### src/vnorm_pkg.sv
// ----------------------------------------------------------------------------
// vnorm_pkg: shared types and constants of the 3D vector normalizer
// Request and response structs, field widths and pipeline depth figures.
// ----------------------------------------------------------------------------
package vnorm_pkg;

	localparam int IN_WIDTH  = 16;
	localparam int FRAC_BITS = 14;
	localparam int OUT_WIDTH = FRAC_BITS + 2;
	// quotient magnitude bits, sum of squares bits, residual bits
	localparam int QW  = FRAC_BITS + 1;
	localparam int SW  = 2 * IN_WIDTH;
	localparam int TW  = 2 * IN_WIDTH + 2 * FRAC_BITS + 4;
	// one stage per quotient bit, plus square, sum and output stages
	localparam int NIT = FRAC_BITS + 1;
	localparam int NST = NIT + 3;

	typedef struct packed {
		logic signed [IN_WIDTH-1:0] x_in;
		logic signed [IN_WIDTH-1:0] y_in;
		logic signed [IN_WIDTH-1:0] z_in;
	} req_t;

	typedef struct packed {
		logic signed [OUT_WIDTH-1:0] x_unit;
		logic signed [OUT_WIDTH-1:0] y_unit;
		logic signed [OUT_WIDTH-1:0] z_unit;
		logic                        zero_error;
	} rsp_t;

endpackage

### src/vnorm_merge.sv
// ----------------------------------------------------------------------------
// vnorm_merge: merge of the three lanes into one response
// Applies the component signs, forces zeros on a zero vector, registers.
// ----------------------------------------------------------------------------
module vnorm_merge (
	input  logic                         clk,
	input  logic                         load,
	input  logic [vnorm_pkg::QW-1:0]     q_x,
	input  logic [vnorm_pkg::QW-1:0]     q_y,
	input  logic [vnorm_pkg::QW-1:0]     q_z,
	input  logic [2:0]                   neg,
	input  logic                         zero,
	output vnorm_pkg::rsp_t              rsp
);

	localparam int OW = vnorm_pkg::OUT_WIDTH;

	vnorm_pkg::rsp_t rsp_q;

	function automatic logic [OW-1:0] signed_unit(input logic [vnorm_pkg::QW-1:0] mag,
			input logic n, input logic z);
		logic [OW-1:0] ext;
		ext = OW'(mag);
		if (z) return '0;
		return n ? OW'(-ext) : ext;
	endfunction

	// load the output register
	always_ff @(posedge clk) begin
		if (load) begin
			rsp_q.x_unit     <= signed_unit(q_x, neg[0], zero);
			rsp_q.y_unit     <= signed_unit(q_y, neg[1], zero);
			rsp_q.z_unit     <= signed_unit(q_z, neg[2], zero);
			rsp_q.zero_error <= zero;
		end
	end

	assign rsp = rsp_q;

endmodule
### config.mk
export PLATFORM = sky130hd
export DESIGN_NAME = vnorm_merge
export DESIGN_NICKNAME = d
export VERILOG_FILES = /design/src/vnorm_pkg.sv /design/src/vnorm_merge.sv
export SDC_FILE = /design/constraint.sdc
export NUM_CORES = 1
export LEC_CHECK = 0
export ABC_CLOCK_PERIOD_IN_PS = 5400
export BUFFER_PORTS_ARGS = -buffer_cell sky130_fd_sc_hd__buf_2
export CAP_MARGIN = 20
export CORE_ASPECT_RATIO = 1.1
export CORE_UTILIZATION = 35
export DETAILED_ROUTE_END_ITERATION = 12
export GPL_TIMING_DRIVEN = 0
export SETUP_SLACK_MARGIN = 0.5
export SYNTH_ARGS = -nofsm -noshare
export SYNTH_HDL_FRONTEND = slang
export SYNTH_SLANG_ARGS = --single-unit
### constraint.sdc
create_clock -name clk -period 5.4 [get_ports clk]
set_input_delay 0.27 -clock clk [delete_from_list [all_inputs] [get_ports clk]]
set_output_delay 0.27 -clock clk [all_outputs]
set_load 0.05 [all_outputs]
# Word level (Yosys, flattened, before mapping)
# Cells that the tools add are included.
[classes] muxes=9 n_addsub=3
[op_table] operator="2-to-1 mux 16 bit" count=7
[op_table] operator="negator 15 -> 16 bit" count=3
[op_table] operator="2-to-1 mux 1 bit" count=2
[word_totals] in_bits=51 register_bits=49 elab_cells=16

# Logic depth before layout (Yosys ltp)
# Gate-level depths: netlist of run 1.
[logic_depth] depth_word=3 mapped_depth=6 mapped_depth_nobuf=6

# Least setup slack after synthesis of run 1
# OpenSTA, ideal clock, no wires.
[synth_timing] kind="input port to flip-flop" from="input q_z[9] (netlist bit)" to="register rsp_q, in the netlist rsp[15], data pin" slack_ns=3.290 required_time_ns=5.140 t_arrival_ns=1.850 stages=4 path_buffers=0 cell_sequence="or4_4 -> or3_4 -> o41a_1 -> mux2_4"
[synth_between] elab_chain_len=3
[synth_rtl] item="from (decl)" line="vnorm_merge.sv:10" rtl="input logic [vnorm_pkg::QW-1:0] q_z,"
[synth_rtl] item="negator 15 -> 16 bit" line="vnorm_merge.sv:25" rtl="return n ? OW'(-ext) : ext;"
[synth_rtl] item="2-to-1 mux 16 bit (2 in series)" line="vnorm_merge.sv:25"
[synth_rtl] item="to (decl)" line="vnorm_merge.sv:18" rtl="vnorm_pkg::rsp_t rsp_q;"
# Every way passes these cells.
# A chain may end at the register's enable or synchronous reset.

# Final worst setup path of run 1
# Ends and elaborated chain as after synthesis.

==> impl_metrics.csv, run 1 <==
group,metric,value,unit
run_status,status,"completed",
place,placedCellCount,424,
grt,grt_pass1_vias,2035,
route,wl_per_cell,13.83,µm
power,ir_worst_vdd,0.1321,mV
sta,fin_setup_tns,0,ns
grt,grt_pass1_wl,9.528,mm
die,rows,33,
place,post-dp-hpwl,4.491,mm
clock_tree,clock_tree.buffer_depth,2,
route,routed_wl,5.987,mm
sta,rsz0062_at_grt,"no",
synth,ys_seq_elements,49,
hold_path,min_delay_path_depth,1,
critical_path,critPathCaptureType,"register",
die,initial_core_util,35.86,%
final_layout,syn2layout_area_growth,27.37,%
sta,period_share,36.79,%
place,io_buffers,98,
critical_path,required,5.46,ns
grt,grt.total_usage,15.37,%
synth,ys_seq_area_share,55.21,%
die,die_area,7968,µm²
sta,setup_ws,3.413,ns
clock_tree,holdBufCountCts,0,
final_layout,final_cells,433,
sta,tightest_slew,1.006,ns
critical_path,cp-start-kind,"input port",
route,vias_per_cell,5.037,
synth,avgSynthCellArea,11.15,µm²
route,route.detailed.drc,0,
power,powerDensity,292.6,nW/µm²
synth,synthCells,239,
sta,slew_headroom,32.34,%
synth,ys_warn_count,0,
sta,finalMaxSlewViolations,0,
place,gp_congestion,0.7738,
die,ioPinCount,100,
clock_tree,cts_resized,0,
die,die_h,93.52,µm
final_layout,diodes,0,
die,die_w,85.20,µm
sta,fmax,503.4,MHz
hold_path,hp-class,"in -> reg",
grt,antenna_found_initial,0,
critical_path,cp_max_fo,4,
sta,period_needed,1.987,ns
power,finalPower,0.9931,mW
final_layout,nNetsFinal,399,
synth,synth.distinct_cells,36,
critical_path,path_class,"in -> reg",
final_layout,largest_reg_flops,49,
critical_path,critPathArrivalTime,2.05,ns
clock_tree,clock_sinks,49,
die,core-area,7432,µm²
power,p_leak,1.371,nW
clock_tree,cts_tree,"built",
final_layout,final_layout_size_suffix_gt1_share,33.24,%
route,drt_iter0_drc,54,
synth,syn_area,2665,µm²
route,drtPass1Iterations,4,
grt,grt_max_degree,50,
clock_tree,root_buffer,"clkbuf_8",
clock_tree,path_clk_slew,0.09,ns
clock_tree,cts_setup_buffers,0,
clock_tree,cts_made_buffers,5,
grt,grt.overflow.total,0,
route,via_count,2181,
sta,setup_violations,0,
synth,syn_nets,293,
route,antenna_left,0,
place,place_worst_setup_slack,3.102,ns
sta,finalHoldViolCount,0,
clock_tree,cts_max_level,2,
flow_run,max_cap_viol_count,0,
synth_stat cells, drive strengths merged:
cell     n  area share [%]
a21oi    6             1.1
a31oi    3            0.70
a41oi    3            0.99
and2     1            0.23
and3     1            0.28
buf      3            0.42
clkbuf   8             1.1
edfxtp  49              55
ha       3             1.4
inv     11             1.5
mux2     1            0.56
mux2i    3             1.1
nand2    2            0.28
nand2b   1            0.23
nand4    1            0.23
nor2    48             6.8
nor2b    2            0.47
nor3     4            0.75
nor3b    1            0.28
nor4     5             1.2
o211a    1            0.38
o21ai    8             1.5
o31ai    9             2.5
o41a     3             1.3
o41ai    8             2.6
or2      3            0.70
or3      9             2.3
or4      7             2.1
or4b     1            0.38
xnor2   11             3.6
xor2    23             7.6
cell type report:
cell class	instances	area (µm²)
buffer	11	41.29
multi-input combinational	168	1111
fill	733	4038
inverter	11	41.29
clock inverter	3	41.29
sequential	49	1471
clock buffer	5	68.82
timing repair buffer	99	510.5
tap	87	108.9
where the power goes:
part | leakage [nW] | internal (mW) | switching (mW)
combinational | 0.847 | 0.0703 | 0.198
clock | 0.0518 | 0.136 | 0.123
sequential | 0.472 | 0.458 | 0.00780
metrics by stage:
step / utilization [%] / cell area (µm²) / hold WS (ns)
3_3_place_gp: 43.92 / 3264 / 0.5025
4_1_cts: 45.40 / 3374 / 0.1885
3_5_place_dp: 43.92 / 3264 / 0.5078
5_1_grt: 45.67 / 3395 / 0.1864
2_1_floorplan: - / 2665 / 0.3689
6_report: 45.67 / 3395 / 0.2004
worst paths after layout:
kind	slack [ns]	from	to
min	0.20	zero	rsp[0]
max	3.41	q_z[9]	rsp[15]
routing by layer:
layer	track usage, %	up-vias	part of all wire [%]
met1	18.05	1016	43
met3	3.354	7	4.6
met2	27.22	61	51
met5	0	-	0
li1	-	1097	-
met4	6.073	0	1.7
placed cells by master (no fill, tap or decap), types with 2 or more instances in the layout:
| cell | instances |
|---|---|
| buf_2 | 98 |
| edfxtp_1 | 49 |
| nor2_1 | 48 |
| xor2_1 | 23 |
| inv_1 | 11 |
| xnor2_1 | 11 |
| o31ai_1 | 9 |
| clkbuf_1 | 8 |
| o41ai_1 | 8 |
| o21ai_0 | 8 |
| or3_1 | 7 |
| or4_1 | 6 |
| a21oi_1 | 6 |
| nor4_1 | 5 |
| clkbuf_8 | 5 |
| nor3_1 | 4 |
| buf_1 | 3 |
| mux2i_1 | 3 |
| a41oi_1 | 3 |
| a31oi_1 | 3 |
| ha_1 | 3 |
| or2_2 | 2 |
| nand2_1 | 2 |
| nor2b_1 | 2 |
| o41a_1 | 2 |
cell families after synthesis:
| kind of cell | after synthesis | synth area share, % |
|---|---|---|
| multiplexers | 4 | 1.690 |
| flip-flops | 49 | 55.21 |
| buffers and inverters | 22 | 3.099 |
| XOR/XNOR | 34 | 11.17 |
| adder cells (fa/ha/maj) | 3 | 1.409 |
| AND/OR/NAND/NOR | 86 | 16.24 |
| AO/OA/AOI/OAI | 41 | 11.17 |
worst max-delay path: stages:
cell	delay, ns
buf_2	0.12
or4_4	0.55
or3_4	0.36
o41a_1	0.44
mux2_4	0.30
(Power assumes the default switching activity.)
==> run 2: changes to the inputs <==
--- a/config.mk
+++ b/config.mk
@@ -5,7 +5,7 @@
 export SDC_FILE = /design/constraint.sdc
 export NUM_CORES = 1
 export LEC_CHECK = 0
-export ABC_CLOCK_PERIOD_IN_PS = 5400
+export ABC_CLOCK_PERIOD_IN_PS = 1890
 export BUFFER_PORTS_ARGS = -buffer_cell sky130_fd_sc_hd__buf_2
 export CAP_MARGIN = 20
 export CORE_ASPECT_RATIO = 1.1
==> constraint.sdc (replaced) <==
create_clock -name clk -period 1.89 [get_ports clk]
set_input_delay 0.0945 -clock clk [delete_from_list [all_inputs] [get_ports clk]]
set_output_delay 0.0945 -clock clk [all_outputs]
set_load 0.05 [all_outputs]
==> impl_metrics.csv, run 2 (same netlist as run 1, synthesis figures left out) <==
group,metric,value,unit
run_status,status,"completed",
critical_path,max_stage_delay,0.53,ns
critical_path,cp-start-kind,"input port",
final_layout,nNetsFinal,413,
final_layout,largest_reg_flops,49,
die,die_h,93.52,µm
sta,finalMaxSlewViolations,0,
final_layout,num-fill-cells,686,
final_layout,layout_common_cells,"buf_2 (93), edfxtp_1 (49), nor2_1 (48)",
clock_tree,cts_made_buffers,5,
sta,period_share,87.28,%
route,drtPass1Iterations,4,
final_layout,final_layout_size_suffix_gt1_share,44.17,%
power,p_sw,0.9910,mW
power,seq_power_share,45.3,%
grt,grt.overflow.total,0,
die,die_area,7968,µm²
sta,fmax,606.2,MHz
critical_path,critPathCaptureType,"register",
grt,grt_pass1_wl,10.22,mm
route,via_count,2272,
sta,period_needed,1.650,ns
sta,fin_setup_tns,0,ns
power,power.share.clock,25.9,%
critical_path,critPathArrivalTime,1.72,ns
clock_tree,clock_sinks,49,
sta,tightest_slew,0.6907,ns
place,gp_congestion,0.7935,
grt,grt.total_usage,16.27,%
critical_path,crit_slowest_cell,"or4_4",
die,core-area,7432,µm²
hold_path,hp-class,"in -> reg",
route,drt_iter0_drc,70,
sta,setup_violations,0,
route,routed_wl,6.405,mm
final_layout,multi_input_area,1361,µm²
route,antenna_left,0,
power,internal_power,1.947,mW
route,route.detailed.drc,0,
die,die_w,85.20,µm
sta,finalHoldViolCount,0,
sta,setup_ws,0.2404,ns
final_layout,layout_commonest_cell,"buf_2",
sta,slew_headroom,53.95,%
final_layout,regArea,1471,µm²
grt,grt_max_degree,50,
clock_tree,clock_tree.buffer_depth,2,
place,io_buffers,98,
clock_tree,cts_max_level,2,
die,ioPinCount,100,
flow_run,max_cap_viol_count,0,
power,pwr-share-comb,28.8,%
critical_path,path_cells,"buf_6, or4_4, or3_4, o41a_1, mux2_4",
power,powerDensity,763.6,nW/µm²
die,rows,33,
die,initial_core_util,35.86,%
place,post-dp-hpwl,4.588,mm
route,vias_per_cell,5.083,
sta,rsz0062_at_grt,"yes",
clock_tree,root_buffer,"clkbuf_8",
critical_path,path_class,"in -> reg",
clock_tree,cts_tree,"built",
clock_tree,path_clk_slew,0.10,ns
power,ir_worst_vdd,0.4516,mV
grt,antenna_found_initial,0,
critical_path,required,1.96,ns
final_layout,syn2layout_area_growth,44.37,%
route,wl_per_cell,14.33,µm
place,place_worst_setup_slack,-0.2270,ns
power,switching_share,33.73,%
final_layout,diodes,0,
grt,grt_pass1_vias,2198,
power,p_leak,1.570,nW
critical_path,cp_max_fo,3,
==> run 2: per-layer routing <==
| layer | vias up | global-route usage, % | routed length (µm) |
|---|---|---|---|
| li1 | 1121 | - | - |
| met1 | 1078 | 19.17 | 2811 |
| met2 | 69 | 29.30 | 3231 |
| met3 | 4 | 3.795 | 335 |
| met4 | 0 | 4.802 | 27 |
| met5 | - | 0 | 0 |
==> run 2: repair_timing <==
item / 4_1_cts / 5_1_grt
setup buffers: 6 / 8
hold buffers: 0 / 0
resized for setup: 15 / 16
pin swaps: 11 / 15
setup endpoints to repair: 9 / 16
==> run 2: final cells by class <==
class,instances,area share (%)
Sequential cell,49,38.24
Multi-Input combinational cell,168,35.38
Timing Repair Buffer,113,17.27
Tap cell,87,2.829
Buffer,11,1.821
Clock buffer,5,1.789
Inverter,11,1.463
Clock inverter,3,1.203
==> run 2: path summary, 6_finish.rpt <==
check    start       to  slack (ns)  depth (start not counted)
max    q_z[10]  rsp[15]        0.24                          5
min       zero   rsp[0]        0.02                          1
==> run 2: power groups by stage <==
stage | registers [mW] | logic (mW) | clock network (mW)
after floorplan | 1.71 | 0.207 | 0
after global placement | 1.36 | 0.792 | 0
after detailed placement | 1.36 | 0.799 | 0
after CTS | 1.33 | 0.824 | 0.789
after global routing | 1.34 | 0.902 | 0.825
final | 1.33 | 0.845 | 0.762
==> run 2: through the flow <==
step | total power [mW] | cells | util, % | hold slack, ns | instance area, µm²
final | 2.938 | 447 | 51.77 | 0.01875 | 3847
after global placement | 2.150 | 424 | 46.25 | 0.3329 | 3437
after CTS | 2.948 | 438 | 49.71 | 0.01198 | 3695
after detailed placement | 2.157 | 424 | 46.25 | 0.3367 | 3437
after floorplan | 1.913 | 239 | - | 0.1934 | 2838
after global routing | 3.068 | 447 | 51.77 | 0.01724 | 3847
==> run 2: worst max-delay path: cells and delay by family <==
family                 cells  cell delay [ns]
multiplexers               1             0.30
AND/OR/NAND/NOR            2             0.89
AO/OA/AOI/OAI              1             0.34
buffers and inverters      1             0.09
